## src/sv/fbfla_pkg.sv

```systemverilog
package fbfla_pkg;

  // Pool geometry.
  localparam int NUM_BLOCKS      = 128;
  localparam int IDX_W           = $clog2(NUM_BLOCKS);
  localparam int CNT_W           = 8;
  localparam int MIN_BLOCK_BYTES = 8;

  // Reset values of the configuration registers.
  localparam logic [15:0]      RST_BLOCK_BYTES = 16'd32;
  localparam logic [CNT_W-1:0] RST_POOL_BLOCKS = 8'd100;
  localparam logic [31:0]      RST_POOL_BASE   = 32'd0;

  // Configuration register indexes.
  localparam logic [1:0] CFG_BLOCK_BYTES = 2'd0;
  localparam logic [1:0] CFG_POOL_BLOCKS = 2'd1;
  localparam logic [1:0] CFG_POOL_BASE   = 2'd2;

  // Request kinds.
  localparam logic KIND_ALLOC = 1'b0;
  localparam logic KIND_FREE  = 1'b1;

  // Result status codes.
  localparam logic [1:0] STAT_OK        = 2'd0;
  localparam logic [1:0] STAT_EXHAUSTED = 2'd1;
  localparam logic [1:0] STAT_INVALID   = 2'd2;

  // Controller states.
  typedef enum logic [1:0] {
    ST_IDLE,
    ST_EXEC,
    ST_ADDR
  } state_t;

  // Commands from the controller to the datapath.
  typedef struct packed {
    logic load;    // capture the request word
    logic exec;    // update the free list and counters
    logic finish;  // form the granted address
  } cmd_t;

endpackage

```

## src/sv/fbfla_ctrl.sv

```systemverilog
module fbfla_ctrl (
  input  logic             clk,
  input  logic             rst,
  input  logic             start,
  output logic             busy,
  output logic             done,
  output fbfla_pkg::cmd_t  cmd
);

  fbfla_pkg::state_t state;
  fbfla_pkg::state_t state_next;

  // State register and result strobe.
  always_ff @(posedge clk) begin
    if (rst) begin
      state <= fbfla_pkg::ST_IDLE;
      done  <= 1'b0;
    end else begin
      state <= state_next;
      done  <= (state == fbfla_pkg::ST_ADDR);
    end
  end

  // Next state.
  always_comb begin
    state_next = state;
    case (state)
      fbfla_pkg::ST_IDLE: begin
        if (start) begin
          state_next = fbfla_pkg::ST_EXEC;
        end
      end
      fbfla_pkg::ST_EXEC: begin
        state_next = fbfla_pkg::ST_ADDR;
      end
      fbfla_pkg::ST_ADDR: begin
        state_next = fbfla_pkg::ST_IDLE;
      end
      default: begin
        state_next = fbfla_pkg::ST_IDLE;
      end
    endcase
  end

  // Outputs.
  always_comb begin
    busy       = 1'b1;
    cmd.load   = 1'b0;
    cmd.exec   = 1'b0;
    cmd.finish = 1'b0;
    case (state)
      fbfla_pkg::ST_IDLE: begin
        busy     = 1'b0;
        cmd.load = start;
      end
      fbfla_pkg::ST_EXEC: begin
        cmd.exec = 1'b1;
      end
      fbfla_pkg::ST_ADDR: begin
        cmd.finish = 1'b1;
      end
      default: begin
        busy = 1'b1;
      end
    endcase
  end

`ifndef NO_ASSERTIONS
  // An accepted request always moves into the execute step.
  a_accept_exec: assert property (@(posedge clk) disable iff (rst)
    (start && !busy) |=> (state == fbfla_pkg::ST_EXEC))
    else $error("accepted request did not reach execute");

  // The strobe follows the address step exactly.
  a_done_after_addr: assert property (@(posedge clk) disable iff (rst)
    done |-> ($past(state) == fbfla_pkg::ST_ADDR))
    else $error("result strobe without address step");

  // A result is shown only while the controller is free again.
  a_done_idle: assert property (@(posedge clk) disable iff (rst)
    done |-> !busy)
    else $error("result strobe while busy");
`endif

endmodule

```

## src/sv/fbfla_datapath.sv

```systemverilog
module fbfla_datapath (
  input  logic                             clk,
  input  logic                             rst,
  input  fbfla_pkg::cmd_t                  cmd,
  input  logic                             kind,
  input  logic [fbfla_pkg::IDX_W-1:0]      block_index,
  input  logic                             cfg_we,
  input  logic [1:0]                       cfg_index,
  input  logic [31:0]                      cfg_data,
  output logic [1:0]                       status,
  output logic [fbfla_pkg::IDX_W-1:0]      granted_index,
  output logic [31:0]                      granted_address,
  output logic [fbfla_pkg::CNT_W-1:0]      free_count
);

  localparam int IW = fbfla_pkg::IDX_W;
  localparam int CW = fbfla_pkg::CNT_W;
  localparam int PW = IW + 16;

  // Link store: each entry holds {link valid, next freed block}.
  logic [IW:0] link_mem [fbfla_pkg::NUM_BLOCKS];
  logic [IW:0] link_rd;

  // Configuration registers.
  logic [15:0]   block_bytes;
  logic [CW-1:0] pool_blocks;
  logic [31:0]   pool_base;

  // Free-list state.
  logic [IW-1:0] freed_head;
  logic          head_valid;
  logic [CW-1:0] never_used_next;
  logic [CW-1:0] free_blocks;

  // Captured request word.
  logic          req_kind;
  logic [IW-1:0] req_index;

  // Registered product and grant flag for the address step.
  logic [PW-1:0] product;
  logic          granted;

  logic [CW-1:0] eff_blocks;
  logic [CW-1:0] eff_cfg;
  logic          usable;

  logic [IW-1:0] freed_head_next;
  logic          head_valid_next;
  logic [CW-1:0] never_used_next_next;
  logic [CW-1:0] free_blocks_next;
  logic [1:0]    status_next;
  logic [IW-1:0] gidx_next;
  logic          granted_next;
  logic          push;

  // Effective block count is the written count clamped to the pool size.
  always_comb begin
    eff_blocks = (pool_blocks < CW'(fbfla_pkg::NUM_BLOCKS)) ?
                 pool_blocks : CW'(fbfla_pkg::NUM_BLOCKS);
    eff_cfg    = (cfg_data[CW-1:0] < CW'(fbfla_pkg::NUM_BLOCKS)) ?
                 cfg_data[CW-1:0] : CW'(fbfla_pkg::NUM_BLOCKS);
    usable     = (block_bytes >= 16'(fbfla_pkg::MIN_BLOCK_BYTES));
  end

  // Decision for one request: pop the freed stack, take a fresh block, push, or reject.
  always_comb begin
    freed_head_next      = freed_head;
    head_valid_next      = head_valid;
    never_used_next_next = never_used_next;
    free_blocks_next     = free_blocks;
    status_next          = fbfla_pkg::STAT_OK;
    gidx_next            = '0;
    granted_next         = 1'b0;
    push                 = 1'b0;
    if (!usable) begin
      status_next = (req_kind == fbfla_pkg::KIND_FREE) ?
                    fbfla_pkg::STAT_INVALID : fbfla_pkg::STAT_EXHAUSTED;
    end else if (req_kind == fbfla_pkg::KIND_ALLOC) begin
      if (head_valid) begin
        gidx_next       = freed_head;
        head_valid_next = link_rd[IW];
        freed_head_next = link_rd[IW-1:0];
        granted_next    = 1'b1;
      end else if (never_used_next < eff_blocks) begin
        gidx_next            = never_used_next[IW-1:0];
        never_used_next_next = never_used_next + CW'(1);
        granted_next         = 1'b1;
      end
      if (granted_next) begin
        if (free_blocks != '0) begin
          free_blocks_next = free_blocks - CW'(1);
        end
      end else begin
        status_next = fbfla_pkg::STAT_EXHAUSTED;
      end
    end else begin
      if ({1'b0, req_index} < eff_blocks) begin
        push            = 1'b1;
        freed_head_next = req_index;
        head_valid_next = 1'b1;
        if (free_blocks != '1) begin
          free_blocks_next = free_blocks + CW'(1);
        end
      end else begin
        status_next = fbfla_pkg::STAT_INVALID;
      end
    end
  end

  // Link store: registered read of the head entry, write on a push.
  always_ff @(posedge clk) begin
    link_rd <= link_mem[freed_head];
    if (cmd.exec && push) begin
      link_mem[req_index] <= {head_valid, freed_head};
    end
  end

  // Configuration and free-list control state.
  always_ff @(posedge clk) begin
    if (rst) begin
      block_bytes     <= fbfla_pkg::RST_BLOCK_BYTES;
      pool_blocks     <= fbfla_pkg::RST_POOL_BLOCKS;
      pool_base       <= fbfla_pkg::RST_POOL_BASE;
      freed_head      <= '0;
      head_valid      <= 1'b0;
      never_used_next <= '0;
      free_blocks     <= (fbfla_pkg::RST_POOL_BLOCKS < CW'(fbfla_pkg::NUM_BLOCKS)) ?
                         fbfla_pkg::RST_POOL_BLOCKS : CW'(fbfla_pkg::NUM_BLOCKS);
    end else if (cfg_we) begin
      case (cfg_index)
        fbfla_pkg::CFG_BLOCK_BYTES: begin
          block_bytes <= cfg_data[15:0];
        end
        fbfla_pkg::CFG_POOL_BLOCKS: begin
          pool_blocks     <= cfg_data[CW-1:0];
          freed_head      <= '0;
          head_valid      <= 1'b0;
          never_used_next <= '0;
          free_blocks     <= eff_cfg;
        end
        fbfla_pkg::CFG_POOL_BASE: begin
          pool_base <= cfg_data;
        end
        default: begin
          pool_base <= pool_base;
        end
      endcase
    end else if (cmd.exec) begin
      freed_head      <= freed_head_next;
      head_valid      <= head_valid_next;
      never_used_next <= never_used_next_next;
      free_blocks     <= free_blocks_next;
    end
  end

  // Request capture, result fields and the address step.
  always_ff @(posedge clk) begin
    if (cmd.load) begin
      req_kind  <= kind;
      req_index <= block_index;
    end
    if (cmd.exec) begin
      status        <= status_next;
      granted_index <= gidx_next;
      granted       <= granted_next;
      product       <= PW'(gidx_next) * PW'(block_bytes);
      free_count    <= usable ? free_blocks_next : '0;
    end
    if (cmd.finish) begin
      granted_address <= granted ? (pool_base + 32'(product)) : 32'd0;
    end
  end

endmodule

```

## src/sv/fixed_block_free_list_allocator_unit.sv

```systemverilog
// Free-list allocator for equal-size blocks.
// Request channel: drive kind (allocate or free) and block_index with start;
// the word is taken at a rising edge where start is high and busy is low.
// An allocate pops the most recently freed block, or else the next block
// never handed out; a free pushes block_index back on the freed stack.
// Result channel: done is high for exactly one cycle while status,
// granted_index, granted_address and free_count hold the result; the
// receiver cannot stall and must take the word in that cycle.
// Sequence: the execute step, then the address step; done is registered
// from the address step and busy stays high until it shows. A new request
// can be taken in the cycle that done is shown. The steps are a registered
// link-store read, the list update with the index times block_bytes product, and the base add.
// Configuration: cfg_valid/cfg_ready write cfg_data to register cfg_index
// (0 block_bytes, 1 pool_blocks, 2 pool_base); cfg_ready is always high.
// Writing pool_blocks empties the freed stack and restarts the fresh count.
// Reset: synchronous rst restores block_bytes 32, pool_blocks 100,
// pool_base 0 and an empty freed stack with 100 free blocks.
module fixed_block_free_list_allocator_unit (
  input  logic                         clk,
  input  logic                         rst,
  input  logic                         start,
  output logic                         busy,
  input  logic                         kind,
  input  logic [fbfla_pkg::IDX_W-1:0]  block_index,
  output logic                         done,
  output logic [1:0]                   status,
  output logic [fbfla_pkg::IDX_W-1:0]  granted_index,
  output logic [31:0]                  granted_address,
  output logic [fbfla_pkg::CNT_W-1:0]  free_count,
  input  logic                         cfg_valid,
  output logic                         cfg_ready,
  input  logic [1:0]                   cfg_index,
  input  logic [31:0]                  cfg_data
);

  fbfla_pkg::cmd_t cmd;

  // Configuration writes are always taken.
  assign cfg_ready = 1'b1;

  fbfla_ctrl u_ctrl (
    .clk   (clk),
    .rst   (rst),
    .start (start),
    .busy  (busy),
    .done  (done),
    .cmd   (cmd)
  );

  fbfla_datapath u_datapath (
    .clk             (clk),
    .rst             (rst),
    .cmd             (cmd),
    .kind            (kind),
    .block_index     (block_index),
    .cfg_we          (cfg_valid && cfg_ready),
    .cfg_index       (cfg_index),
    .cfg_data        (cfg_data),
    .status          (status),
    .granted_index   (granted_index),
    .granted_address (granted_address),
    .free_count      (free_count)
  );

endmodule
```

## config.mk

```make
export PLATFORM = sky130hd
export DESIGN_NAME = fixed_block_free_list_allocator_unit
export DESIGN_NICKNAME = d
export VERILOG_FILES = /design/src/sv/fbfla_pkg.sv /design/src/sv/fbfla_ctrl.sv /design/src/sv/fbfla_datapath.sv /design/src/sv/fixed_block_free_list_allocator_unit.sv
export SDC_FILE = /design/constraint.sdc
export NUM_CORES = 2
export LEC_CHECK = 0
export BUFFER_PORTS_ARGS = -buffer_cell sky130_fd_sc_hd__buf_4
export CORE_UTILIZATION = 30
export DETAILED_ROUTE_END_ITERATION = 6
export PLACE_DENSITY = 0.5
export SETUP_SLACK_MARGIN = 0.02
export SYNTH_ARGS = -nofsm -noshare
export SYNTH_HDL_FRONTEND = slang
export SYNTH_SLANG_ARGS = --single-unit
```

## constraint.sdc

```tcl
create_clock -name clk -period 11.5 [get_ports clk]
set_input_delay 0.575 -clock clk [delete_from_list [all_inputs] [get_ports clk]]
set_output_delay 0.575 -clock clk [all_outputs]
set_load 0.005 [all_outputs]
```

==> results.tsv <==
stage	metric	value	unit
route	drt_pass1_iterations	5	
global_routing	grt_max_degree	141	
synthesis	ys_warn_count	0	
synthesis	yosysTopAreaCell	edfxtp_1	
synthesis	synth_common_cells	1105 x edfxtp_1, 336 x mux4_2, 216 x nor2_1, 210 x nand2_1, 105 x inv_1	
setup_path	cp.depth	26	
setup_path	max_stage_delay	880	ps
clock_network	cts_tree	yes	
place	port_buffers	96	
die	die-area	172000	um2
pwr	p_leak	19.0	nW
clock_network	numCtsBuffers	130	
timing	rsz0062_at_grt	no	
die	core_area	169000	um2
layout	utilization	0.346	
route	drt_iter0_drc	2103	
synthesis	avgSynthCellArea	17.7	um2
global_routing	grt_pass1_vias	26500	
synthesis	yosys_most_used_dff	edfxtp_1	
clock_network	cts_root_buffer	clkbuf_16	
synthesis	synth_edf_count	1105	
timing	final-hold-violation-count	0	
layout	syn_to_final_growth	14.4	%
layout	nets	3224	
pwr	powerDensity	159	nW/um2
worst_hold_path	hold_class	input pin to flop	
clock_network	clk_pin_slew_worst_paths	60	ps
place	placed_cells	5106	
place	place.gp.congestion	0.795	
clock_network	cts_buffer_depth	3	
clock_network	clk_latency	770	ps
worst_hold_path	hold_depth	1	
clock_network	ctsResizeCount	0	
die	start_util	0.302	
setup_path	crit_family	adder cells	
timing	whs	62.6	ps
place	dpl_worst_slack	3870	ps
synthesis	syn-num-nets	3096	
synthesis	syn_area	51200	um2
timing	min_period	7580	ps
setup_path	regToRegSetupSlack	3920	ps
timing	slew_headroom	0.217	
status	outcome	completed	
timing	fin_ws	3920	ps
timing	worstMarginPinSlew	1180	ps
setup_path	crit_type	flop to flop	
place	place_area	54500	um2
timing	finalSetupViolCount	0	
clock_network	clock_sinks	1196	
setup_path	crit_buf_inv	4	
global_routing	grt_use_total	0.142	
layout	fillers	16000	
layout	drive_above_1_share	0.215	
timing	drv_slew	0	
setup_path	worstSetupStartpointType	flop	
timing	fmax	132	MHz
place	dpl.hpwl	75.7	mm
global_routing	grt_pass1_wl	183	mm
setup_path	reg2regPathDepth	26	
setup_path	slowest_stage	nor2_1	
route	routed_wl	123	mm
global_routing	antenna_found_initial	3	
route	vias	26200	
die	io_pins	98	
synthesis	synthTopCellsByArea	edfxtp_1 65%, mux4_2 15%, dfxtp_1 3.6%	
timing	fin_setup_tns	0	ps
job	drv_cap	0	
route	drc_errors	0	
setup_path	cp-end-kind	flop	
global_routing	overflow	0	
pwr	ir_worst_vdd	0.150	mV
synthesis	syn_inst	2899	
die	die_x	415	um
route	postRouteAntennaNets	0	
synthesis	synth_top_area_share	0.648	
layout	final_cell_area	58600	um2
timing	fin_worst_skew	31.3	ps
die	die_y	415	um
synthesis	synth.distinct_cells	71	
synthesis	async_flop_share	0	
synthesis	post-synth-top-count-cell	edfxtp_1	
route	viasPerCell	4.89	
clock_network	htreeDepth	4	
setup_path	crit_arrival	8080	ps
setup_path	worstPathRequired	12000	ps
layout	final_cell_count_no_fill	5349	
synthesis	ys_seq_area_frac	0.683	
pwr	totalPowerFinal	9.33	mW
die	core.rowCount	151	
timing	final.period_utilization	0.660	
route	wl_per_cell	22.9	um
synthesis	ys_seq_elements	1196	
setup_path	worst-path-max-fanout	17	
-- layer usage --
layer	wire length (um)	global-route usage	vias up
met4	2320	0.0396	0
li1	-	-	11600
met1	57200	0.205	13800
met5	0	0	-
met3	5220	0.0230	149
met2	57700	0.222	596
-- final timing paths --
check / startpoint / to
hold reg to reg: u_datapath.pool_blocks[4] / u_datapath.pool_blocks[4]
hold / removal: kind / u_datapath.req_kind
setup reg to reg: u_datapath.pool_blocks[7] / u_datapath.product[20]
setup / recovery: u_datapath.pool_blocks[7] / u_datapath.product[20]
-- worst register-to-register path: cells and delay by family (launching register included) --
family	cells	cell delay (ps)
AOI/OAI and AO/OA	11	2310
xor gates and xnor gates	1	150
adders and majority gates	6	2670
buffers and inverters	4	340
DFF	1	340
and+or+nand+nor	4	1520
-- final cells by class --
type	count	area [um2]	area share
Tap cell	2218	2780	0.0473
Sequential cell	1196	35000	0.598
Multi-Input combinational cell	1455	15200	0.260
Inverter	105	394	0.00672
Clock inverter	63	573	0.00978
Timing Repair Buffer	139	1090	0.0185
Clock buffer	168	3500	0.0597
Antenna cell	5	12.5	0.000213
-- sequential cells by signal (all words and copies together) (netlist names), 2 cells and up --
register,cells
u_datapath.link_mem,1024
u_datapath.granted_address,32
u_datapath.pool_base,32
u_datapath.product,23
u_datapath.block_bytes,16
u_datapath.free_blocks,8
u_datapath.free_count,8
u_datapath.link_rd,8
u_datapath.never_used_next,8
u_datapath.pool_blocks,8
u_datapath.freed_head,7
u_datapath.granted_index,7
u_datapath.req_index,7
u_ctrl.state,2
u_datapath.status,2
-- where the power goes --
part	internal, mW	switching, mW	total [mW]
logic	0.192	0.266	0.458
clock network	2.33	1.71	4.04
registers	4.77	0.0550	4.83
-- placed cells by master, fill, tap and decap left out, types with 21 or more instances in the layout --
master	netlist	routed
fa_1	70	70
clkinv_1	0	27
xnor2_1	35	35
dfxtp_1	91	83
nand2_1	210	210
a21oi_1	99	99
inv_1	105	104
clkbuf_1	89	32
ha_1	81	81
mux4_2	336	336
and2_1	86	86
buf_4	4	130
clkbuf_16	0	134
edfxtp_1	1105	1105
mux2i_1	21	21
nand3_1	27	27
o21ai_0	32	32
nor2_1	216	216
-- kinds of logic (layout without fill, tap and decap cells) --
kind of cell               Yosys count  after routing  synth area share
xor gates and xnor gates            46             46           0.00786
other                                1              6         0.0000732
buffers and inverters              248            475            0.0196
muxes                              365            365             0.154
AOI/OAI and AO/OA                  243            243            0.0299
adders and majority gates          151            151            0.0471
DFF                               1196           1196             0.683
and+or+nand+nor                    649            649            0.0586
-- what timing repair did --
action | in CTS | in global routing
setup buffers | 0 | 0
endpoints found under the hold margin | 7 | 0
hold buffers | 7 | 0
Note: power is estimated with default switching activity, not from simulation.
